<file path="config.mk">
export PLATFORM = sky130hd
export DESIGN_NAME = pd_position_torque_controller
export DESIGN_NICKNAME = d
export VERILOG_FILES = /design/src/design/pdtc_pkg.sv /design/src/design/pdtc_mul.sv /design/src/design/pd_position_torque_controller.sv
export SDC_FILE = /design/constraint.sdc
export NUM_CORES = 2
export LEC_CHECK = 0
export BUFFER_PORTS_ARGS = -buffer_cell sky130_fd_sc_hd__buf_2
export CAP_MARGIN = 20
export CORE_ASPECT_RATIO = 1.75
export CORE_MARGIN = 2
export CORE_UTILIZATION = 25
export DETAILED_ROUTE_END_ITERATION = 6
export HOLD_SLACK_MARGIN = 0.12
export MAX_ROUTING_LAYER = met4
export PLACE_DENSITY_LB_ADDON = 0.1
export SETUP_SLACK_MARGIN = 0.2
export SLEW_MARGIN = 5
export SYNTH_ARGS = -nofsm -noshare
export SYNTH_HDL_FRONTEND = slang
export SYNTH_SLANG_ARGS = --single-unit
</file>
<file path="constraint.sdc">
create_clock -name clk_i -period 17.9 [get_ports clk_i]
set_clock_uncertainty 0.15 [all_clocks]
set_input_delay 0.895 -clock clk_i [delete_from_list [all_inputs] [get_ports clk_i]]
set_output_delay 0.895 -clock clk_i [all_outputs]
set_load 0.01 [all_outputs]
</file>
<file path="src/design/pdtc_pkg.sv">
`default_nettype none
// ----------------------------------------------------------------------------
// pdtc_pkg: shared types and constants of the PD torque controller
// Sequencer states, configuration register indexes, reset values and widths.
// ----------------------------------------------------------------------------
package pdtc_pkg;

  // Operand width of the shared multiplier
  localparam int unsigned MUL_W = 32;

  // Configuration port
  localparam int unsigned CFG_IDX_W  = 3;
  localparam int unsigned CFG_DATA_W = 32;

  localparam logic [CFG_IDX_W-1:0] CFG_KP_GAIN      = 3'd0;
  localparam logic [CFG_IDX_W-1:0] CFG_KD_GAIN      = 3'd1;
  localparam logic [CFG_IDX_W-1:0] CFG_LOOP_RATE_HZ = 3'd2;
  localparam logic [CFG_IDX_W-1:0] CFG_MAX_TORQUE   = 3'd3;
  localparam logic [CFG_IDX_W-1:0] CFG_INVERT_SIGN  = 3'd4;
  localparam logic [CFG_IDX_W-1:0] CFG_ZERO_OFFSET  = 3'd5;

  // Register reset values
  localparam logic [31:0] KP_GAIN_RESET      = 32'd13107;
  localparam logic [31:0] KD_GAIN_RESET      = 32'd6554;
  localparam logic [15:0] LOOP_RATE_HZ_RESET = 16'd200;
  localparam logic [14:0] MAX_TORQUE_RESET   = 15'd100;

  // Sequencer states, in order of use
  typedef enum logic [3:0] {
    ST_IDLE,
    ST_DIFF,
    ST_VEL,
    ST_VERR,
    ST_P_HI,
    ST_P_END,
    ST_D_HI,
    ST_D_END,
    ST_SUM,
    ST_ABS,
    ST_CLAMP,
    ST_OUT
  } state_e;

endpackage : pdtc_pkg
`default_nettype wire

</file>
<file path="src/design/pdtc_mul.sv">
`default_nettype none
// ----------------------------------------------------------------------------
// pdtc_mul: shared unsigned multiplier
// One registered Width x Width product per cycle, reused by the sequencer.
// ----------------------------------------------------------------------------
module pdtc_mul #(
  parameter int unsigned Width = pdtc_pkg::MUL_W
) (
  input  wire logic                 clk_i,
  input  wire logic [Width-1:0]     a_i,
  input  wire logic [Width-1:0]     b_i,
  output logic      [2*Width-1:0]   p_o
);

  logic [2*Width-1:0] p_q;

  always_ff @(posedge clk_i) begin
    p_q <= a_i * b_i;
  end

  assign p_o = p_q;

endmodule : pdtc_mul
`default_nettype wire

</file>
<file path="src/design/pd_position_torque_controller.sv">
`default_nettype none
// ----------------------------------------------------------------------------
// pd_position_torque_controller: PD servo torque command with saturation
// Position and velocity errors, Q16.16 gains, clamp and rounding per tick.
// ----------------------------------------------------------------------------
// Each input word is one servo tick: desired position, desired velocity and
// measured encoder position. The block answers with one output word holding
// the torque command in permille, rounded half away from zero and clamped to
// +/- max_torque, plus a flag that is set when the clamp cut the value. A
// 12-state sequencer drives one registered 32x32 multiplier five times over
// (velocity scaling, then the low and high halves of each gain product),
// with the adds, magnitudes, clamp and rounding placed in the states
// between. The input side is ready only while the sequencer is idle; the
// result waits in an output register, so the sequencer returns to idle as
// soon as the result is loaded, even if the consumer has not yet taken it,
// and a new word is accepted only once the previous result is loaded. A
// stalled output holds the sequencer in its last state until the pending
// word is taken. The first tick after reset uses the current sample as the
// previous one (zero measured velocity). Configuration writes are always
// ready and take effect at once; write them only while no tick is in flight.
// ----------------------------------------------------------------------------
module pd_position_torque_controller (
  input  wire logic                               clk_i,
  input  wire logic                               rst_ni,
  // configuration write channel
  input  wire logic                               cfg_valid_i,
  output logic                                    cfg_ready_o,
  input  wire logic [pdtc_pkg::CFG_IDX_W-1:0]     cfg_index_i,
  input  wire logic [pdtc_pkg::CFG_DATA_W-1:0]    cfg_data_i,
  // tick input
  input  wire logic                               in_valid_i,
  output logic                                    in_ready_o,
  input  wire logic signed [31:0]                 desired_position_i,
  input  wire logic signed [23:0]                 desired_velocity_i,
  input  wire logic signed [31:0]                 measured_position_i,
  // command output
  output logic                                    out_valid_o,
  input  wire logic                               out_ready_i,
  output logic signed [15:0]                      torque_command_o,
  output logic                                    saturated_o
);

  localparam int unsigned MW = pdtc_pkg::MUL_W;

  // Combine the two halves of a gain product and saturate the magnitude
  // at 2^62-1.
  function automatic logic [61:0] sat_term(input logic [63:0] lo,
                                           input logic [63:0] hi);
    logic [95:0] full;
    full = {32'd0, lo} + {hi, 32'd0};
    return (|full[95:62]) ? {62{1'b1}} : full[61:0];
  endfunction

  // --------------------------------------------------------------------------
  // Configuration registers
  // --------------------------------------------------------------------------
  logic [31:0]        kp_gain_q;
  logic [31:0]        kd_gain_q;
  logic [15:0]        loop_rate_hz_q;
  logic [14:0]        max_torque_q;
  logic               invert_sign_q;
  logic signed [31:0] zero_offset_q;

  assign cfg_ready_o = 1'b1;

  always_ff @(posedge clk_i or negedge rst_ni) begin
    if (!rst_ni) begin
      kp_gain_q      <= pdtc_pkg::KP_GAIN_RESET;
      kd_gain_q      <= pdtc_pkg::KD_GAIN_RESET;
      loop_rate_hz_q <= pdtc_pkg::LOOP_RATE_HZ_RESET;
      max_torque_q   <= pdtc_pkg::MAX_TORQUE_RESET;
      invert_sign_q  <= 1'b0;
      zero_offset_q  <= '0;
    end else if (cfg_valid_i && cfg_ready_o) begin
      case (cfg_index_i)
        pdtc_pkg::CFG_KP_GAIN:      kp_gain_q      <= cfg_data_i;
        pdtc_pkg::CFG_KD_GAIN:      kd_gain_q      <= cfg_data_i;
        pdtc_pkg::CFG_LOOP_RATE_HZ: loop_rate_hz_q <= cfg_data_i[15:0];
        pdtc_pkg::CFG_MAX_TORQUE:   max_torque_q   <= cfg_data_i[14:0];
        pdtc_pkg::CFG_INVERT_SIGN:  invert_sign_q  <= cfg_data_i[0];
        pdtc_pkg::CFG_ZERO_OFFSET:  zero_offset_q  <= $signed(cfg_data_i);
        default: ;  // drop writes to unused indexes
      endcase
    end
  end

  // --------------------------------------------------------------------------
  // Sequencer
  // --------------------------------------------------------------------------
  pdtc_pkg::state_e state_q, state_d;

  logic in_accept;
  logic out_load;

  assign in_ready_o = (state_q == pdtc_pkg::ST_IDLE);
  assign in_accept  = in_valid_i && in_ready_o;
  // Load the result once the output register is free or being emptied
  assign out_load   = (state_q == pdtc_pkg::ST_OUT) && (!out_valid_o || out_ready_i);

  always_comb begin
    state_d = state_q;
    case (state_q)
      pdtc_pkg::ST_IDLE:  if (in_accept) state_d = pdtc_pkg::ST_DIFF;
      pdtc_pkg::ST_DIFF:  state_d = pdtc_pkg::ST_VEL;
      pdtc_pkg::ST_VEL:   state_d = pdtc_pkg::ST_VERR;
      pdtc_pkg::ST_VERR:  state_d = pdtc_pkg::ST_P_HI;
      pdtc_pkg::ST_P_HI:  state_d = pdtc_pkg::ST_P_END;
      pdtc_pkg::ST_P_END: state_d = pdtc_pkg::ST_D_HI;
      pdtc_pkg::ST_D_HI:  state_d = pdtc_pkg::ST_D_END;
      pdtc_pkg::ST_D_END: state_d = pdtc_pkg::ST_SUM;
      pdtc_pkg::ST_SUM:   state_d = pdtc_pkg::ST_ABS;
      pdtc_pkg::ST_ABS:   state_d = pdtc_pkg::ST_CLAMP;
      pdtc_pkg::ST_CLAMP: state_d = pdtc_pkg::ST_OUT;
      pdtc_pkg::ST_OUT:   if (out_load) state_d = pdtc_pkg::ST_IDLE;
      default:            state_d = pdtc_pkg::ST_IDLE;
    endcase
  end

  always_ff @(posedge clk_i or negedge rst_ni) begin
    if (!rst_ni) begin
      state_q <= pdtc_pkg::ST_IDLE;
    end else begin
      state_q <= state_d;
    end
  end

  // --------------------------------------------------------------------------
  // Shared multiplier and its operand select
  // --------------------------------------------------------------------------
  logic [MW-1:0]   mul_a;
  logic [MW-1:0]   mul_b;
  logic [2*MW-1:0] prod;

  logic [31:0] diff_mag_q;
  logic [32:0] pe_mag_q;
  logic [48:0] ve_mag_q;

  always_comb begin
    mul_a = '0;
    mul_b = '0;
    case (state_q)
      pdtc_pkg::ST_VEL: begin
        // |position difference| * loop rate
        mul_a = diff_mag_q;
        mul_b = {16'd0, loop_rate_hz_q};
      end
      pdtc_pkg::ST_VERR: begin
        mul_a = kp_gain_q;
        mul_b = pe_mag_q[31:0];
      end
      pdtc_pkg::ST_P_HI: begin
        mul_a = kp_gain_q;
        mul_b = {31'd0, pe_mag_q[32]};
      end
      pdtc_pkg::ST_P_END: begin
        mul_a = kd_gain_q;
        mul_b = ve_mag_q[31:0];
      end
      pdtc_pkg::ST_D_HI: begin
        mul_a = kd_gain_q;
        mul_b = {15'd0, ve_mag_q[48:32]};
      end
      default: begin
        mul_a = '0;
        mul_b = '0;
      end
    endcase
  end

  pdtc_mul #(
    .Width (MW)
  ) u_mul (
    .clk_i (clk_i),
    .a_i   (mul_a),
    .b_i   (mul_b),
    .p_o   (prod)
  );

  // --------------------------------------------------------------------------
  // Previous sample
  // --------------------------------------------------------------------------
  logic signed [31:0] prev_q;
  logic               primed_q;
  logic signed [31:0] prev_sel;

  // Before the first tick, treat the current sample as the previous one
  assign prev_sel = primed_q ? prev_q : measured_position_i;

  always_ff @(posedge clk_i or negedge rst_ni) begin
    if (!rst_ni) begin
      prev_q   <= '0;
      primed_q <= 1'b0;
    end else if (in_accept) begin
      prev_q   <= measured_position_i;
      primed_q <= 1'b1;
    end
  end

  // --------------------------------------------------------------------------
  // Datapath
  // --------------------------------------------------------------------------
  logic signed [31:0] qd_q;
  logic signed [31:0] q_q;
  logic signed [23:0] vd_q;
  logic signed [32:0] diff_q;
  logic               diff_neg_q;
  logic signed [33:0] pe_q;
  logic               pe_neg_q;
  logic signed [49:0] ve_q;
  logic               ve_neg_q;
  logic [63:0]        acc_q;
  logic [61:0]        tmag_q;
  logic signed [63:0] sum_q;
  logic [62:0]        u_mag_q;
  logic               u_neg_q;
  logic [30:0]        c_mag_q;
  logic               c_neg_q;
  logic               sat_q;

  logic signed [49:0] vel_meas;
  logic signed [63:0] tmag_s;
  logic [30:0]        lim;
  logic [15:0]        rounded;

  assign vel_meas = $signed({2'b00, prod[47:0]});
  assign tmag_s   = $signed({2'b00, tmag_q});
  assign lim      = {max_torque_q, 16'd0};
  assign rounded  = 16'(({1'b0, c_mag_q} + 32'h0000_8000) >> 16);

  always_ff @(posedge clk_i) begin
    case (state_q)
      pdtc_pkg::ST_IDLE: begin
        if (in_accept) begin
          qd_q   <= desired_position_i;
          q_q    <= measured_position_i;
          vd_q   <= desired_velocity_i;
          diff_q <= 33'(measured_position_i) - 33'(prev_sel);
        end
      end
      pdtc_pkg::ST_DIFF: begin
        pe_q       <= 34'(qd_q) + 34'(zero_offset_q) - 34'(q_q);
        diff_neg_q <= diff_q[32];
        diff_mag_q <= diff_q[32] ? 32'(-diff_q) : diff_q[31:0];
      end
      pdtc_pkg::ST_VEL: begin
        pe_neg_q <= pe_q[33];
        pe_mag_q <= pe_q[33] ? 33'(-pe_q) : pe_q[32:0];
      end
      pdtc_pkg::ST_VERR: begin
        // velocity error = desired - signed measured velocity
        ve_q <= diff_neg_q ? (50'(vd_q) + vel_meas) : (50'(vd_q) - vel_meas);
      end
      pdtc_pkg::ST_P_HI: begin
        acc_q    <= prod;
        ve_neg_q <= ve_q[49];
        ve_mag_q <= ve_q[49] ? 49'(-ve_q) : ve_q[48:0];
      end
      pdtc_pkg::ST_P_END: begin
        tmag_q <= sat_term(acc_q, prod);
      end
      pdtc_pkg::ST_D_HI: begin
        sum_q <= pe_neg_q ? -tmag_s : tmag_s;
        acc_q <= prod;
      end
      pdtc_pkg::ST_D_END: begin
        tmag_q <= sat_term(acc_q, prod);
      end
      pdtc_pkg::ST_SUM: begin
        sum_q <= ve_neg_q ? (sum_q - tmag_s) : (sum_q + tmag_s);
      end
      pdtc_pkg::ST_ABS: begin
        u_neg_q <= sum_q[63] ^ invert_sign_q;
        u_mag_q <= sum_q[63] ? 63'(-sum_q) : sum_q[62:0];
      end
      pdtc_pkg::ST_CLAMP: begin
        c_neg_q <= u_neg_q;
        if (u_mag_q > {32'd0, lim}) begin
          c_mag_q <= lim;
          sat_q   <= 1'b1;
        end else begin
          c_mag_q <= u_mag_q[30:0];
          sat_q   <= 1'b0;
        end
      end
      default: ;
    endcase
  end

  // --------------------------------------------------------------------------
  // Output register
  // --------------------------------------------------------------------------
  logic               out_valid_q;
  logic signed [15:0] torque_q;
  logic               saturated_q;

  always_ff @(posedge clk_i or negedge rst_ni) begin
    if (!rst_ni) begin
      out_valid_q <= 1'b0;
    end else if (out_load) begin
      out_valid_q <= 1'b1;
    end else if (out_ready_i) begin
      out_valid_q <= 1'b0;
    end
  end

  always_ff @(posedge clk_i) begin
    if (out_load) begin
      torque_q    <= c_neg_q ? -$signed(rounded) : $signed(rounded);
      saturated_q <= sat_q;
    end
  end

  assign out_valid_o      = out_valid_q;
  assign torque_command_o = torque_q;
  assign saturated_o      = saturated_q;

  // --------------------------------------------------------------------------
  // Assertions
  // --------------------------------------------------------------------------
  logic signed [15:0] max_s;
  assign max_s = $signed({1'b0, max_torque_q});

  // A clamped command sits exactly on the limit
  a_sat_on_limit: assert property (@(posedge clk_i) disable iff (!rst_ni)
    out_valid_o && saturated_o |-> (torque_command_o == max_s) || (torque_command_o == -max_s))
    else $error("clamped command is not at the torque limit");

  // An unclamped command never exceeds the limit
  a_within_limit: assert property (@(posedge clk_i) disable iff (!rst_ni)
    out_valid_o |-> (torque_command_o <= max_s) && (torque_command_o >= -max_s))
    else $error("torque command exceeds the limit");

  // Each accepted tick becomes the previous sample of the next one
  a_prev_update: assert property (@(posedge clk_i) disable iff (!rst_ni)
    in_accept |=> primed_q && (prev_q == $past(measured_position_i)))
    else $error("previous sample not updated on accept");

  // A blocked result keeps the sequencer waiting with its result pending
  a_hold_out: assert property (@(posedge clk_i) disable iff (!rst_ni)
    (state_q == pdtc_pkg::ST_OUT) && out_valid_o && !out_ready_i
      |=> (state_q == pdtc_pkg::ST_OUT) && out_valid_o)
    else $error("result loaded over a pending word");

endmodule : pd_position_torque_controller
`default_nettype wire

</file>
==> metrics.cfg <==
[status]
outcome = finished clean

[clocking]
cts_resized = 0
hold_buffers = 45
cts.path.max_buffers = 3
cts_setup_buffers = 0
clk_latency_ps = 790
h-tree-depth = 3
cts_root_buf = clkbuf_16
numCtsBuffers = 100
cts_tree = built
path_clk_slew_ps = 60
cts_sinks = 841

[detailed_routing]
wirelength_mm = 328
dr.pass1.iters = 6
drtIter0Drc = 3218
drtAntennaViolNets = 0
drt-vias-per-instance = 4.69
vias = 60489
drc = 0
avgRoutedWirePerCell_um = 25.5

[grt]
grt_pass1_wl_mm = 470
grt_pass1_vias = 66136
antenna_found_initial = 20
grt_max_degree = 86
track_usage_pct = 20.4
overflow = 0

[setup_path]
start_kind = flip-flop
cpMaxStageDelayCell = nand2_1
endpoint_kind = flip-flop
path_max_fanout = 59
cp.arrival_ps = 11750
cp_slowest_stage_delay_ps = 820
timing_worst_setup_path_type = flip-flop to flip-flop
path_common_cell = fa_1
worstPathRequired_ps = 18390

[floorplan]
core_um2 = 323000
fp.dieW_um = 435
die_y_um = 758
die_area_um2 = 330000
rows = 276
start_util_pct = 25.2
pin_count = 148

[synthesis]
synth_nets = 9953
yosysTopAreaCell = fa_1
ys.flop_type = edfxtp_1
yosys-top-cells-count = inv_1, fa_1, nor2_1
synth_area_leaders = fa_1, edfxtp_1, ha_1
synth.distinct_cells = 94
seq_area_frac_synth_pct = 29.3
synth_edf_count = 611
yosysWarnings = 0
syn_avg_cell_area_um2 = 9.67
ys_seq_elements = 841
netlist_area_um2 = 81200
synth_most_common_cell = inv_1
synth_top_area_share_pct = 23.0
async_flop_share_pct = 19.7
synth_cells = 8397

[final_layout]
drive_gt1_share_pct = 8.55
n_fill_cell = 34019
nets = 10050
finalNonFillerCells = 12901
final_util_pct = 28.3
syn_to_final_growth_pct = 12.7

[place]
port_buffers = 146
gp_congestion = 0.913
placed_cells = 12654
dpl.hpwl_mm = 264
dp_slack_ps = 6550

[timing]
drv_slew = 0
tns_ps = 0
relSlewSlack_pct = 18.8
setup_violations = 0
fin_ws_ps = 6630
max_clock_freq_mhz = 88.8
period_minus_slack_ps = 11270
fin_crit_sh_pct = 62.9
tightest_slew_ps = 1220
hold_violations = 0
rsz0062_at_grt = false

[run]
cap_violations = 0

[hold_path]
min-delay-path-class = input port to flip-flop

cell families (layout without fill, tap and decap cells):
| logic type | Yosys count | in the layout | synth area share, % |
|---|---|---|---|
| XOR/XNOR | 611 | 611 | 6.59 |
| adder cells (fa/ha/maj) | 1428 | 1428 | 30.6 |
| other | 1 | 12 | 0.00462 |
| multiplexers | 187 | 187 | 2.53 |
| flip-flops | 841 | 841 | 29.3 |
| AND/OR/NAND/NOR | 2568 | 2568 | 14.1 |
| buffers and inverters | 1550 | 1734 | 7.19 |
| AO/OA/AOI/OAI | 1211 | 1211 | 9.61 |
layout make-up:
type	count	area [um2]	area share (%)
inverters	1190	4470	4.89
multi-input cells	6006	51800	56.6
diodes	11	27.5	0.0301
repair buffers	355	2470	2.70
clock inverters	58	798	0.872
well taps	4309	5390	5.89
flip-flops and latches	841	23800	26.0
clock buffers	131	2720	2.97
cell usage in the layout (no fill, tap or decap), drive strengths merged, types with 41 or more instances in the layout:
cell         netlist  final
o21a              47     47
xor2             167    167
o21ai            285    285
fa               932    932
nand3             91     91
a22oi             69     69
nor2             928    928
and2              59     59
dlygate4sd3        0     45
a21o             130    130
nand2b           110    110
nor2b             46     46
edfxtp           611    611
mux2             147    147
o31ai             70     70
a21oi            309    309
or2               63     63
nand2            886    886
dfrtp            145    145
nor3             100    100
ha               496    496
o21bai            58     58
or3               68     68
buf               31    309
xnor2            444    444
clkbuf           329    132
nand4             60     60
dfxtp             64     64
and3              46     46
inv             1190   1194
nor4              41     41
flip-flops by register name (all words and copies together) (netlist names), 33 cells and up:
| register | flops |
|---|---|
| u_mul.p_o | 64 |
| acc_q | 64 |
| ve_q | 50 |
| u_mag_q | 63 |
| tmag_q | 62 |
| pe_q | 34 |
| pe_mag_q | 33 |
| diff_q | 33 |
| sum_q | 64 |
| ve_mag_q | 49 |
path summary, 6_finish.rpt:
check / to / slack (ps) / start / cells past startpoint
worst max-delay path: u_mul.p_o[61] / 6630 / state_q[0] / 33
worst min-delay path: qd_q[18] / 190 / desired_position_i[18] / 1
worst max register to register: u_mul.p_o[61] / 6630 / state_q[0] / 33
worst min register to register: saturated_o / 270 / sat_q / 0
max in group asynchronous: prev_q[26] / 15680 / rst_ni / 3
min in group asynchronous: prev_q[19] / 540 / rst_ni / 2
stage by stage:
step / cell area (um2) / hold slack, ps
CTS: 91400 / 120
floorplan: 81200 / 250
finish: 91500 / 193
global route: 91500 / 146
global placement: 87500 / 251
detailed placement: 87500 / 257
critical path: cells and delay by family, from the launching register on:
family | cells | cell delay (ps)
AND/OR/NAND/NOR | 7 | 1950
XOR/XNOR | 1 | 160
flip-flops | 1 | 640
adder cells (fa/ha/maj) | 9 | 4350
AO/OA/AOI/OAI | 9 | 2310
buffers and inverters | 7 | 1510
layer usage:
metal / part of all wire [%] / vias to the layer above / global-route usage, %
met5: 0 / - / -
met3: 2.6 / 616 / 1.83
met2: 57 / 1348 / 40.3
met4: 7.1 / 0 / 11.8
met1: 34 / 30814 / 18.8
li1: - / 27711 / -
Power is left out: the tool's default activity adds up to more than one toggle a clock period on the data nets, which glitch-free logic cannot reach.
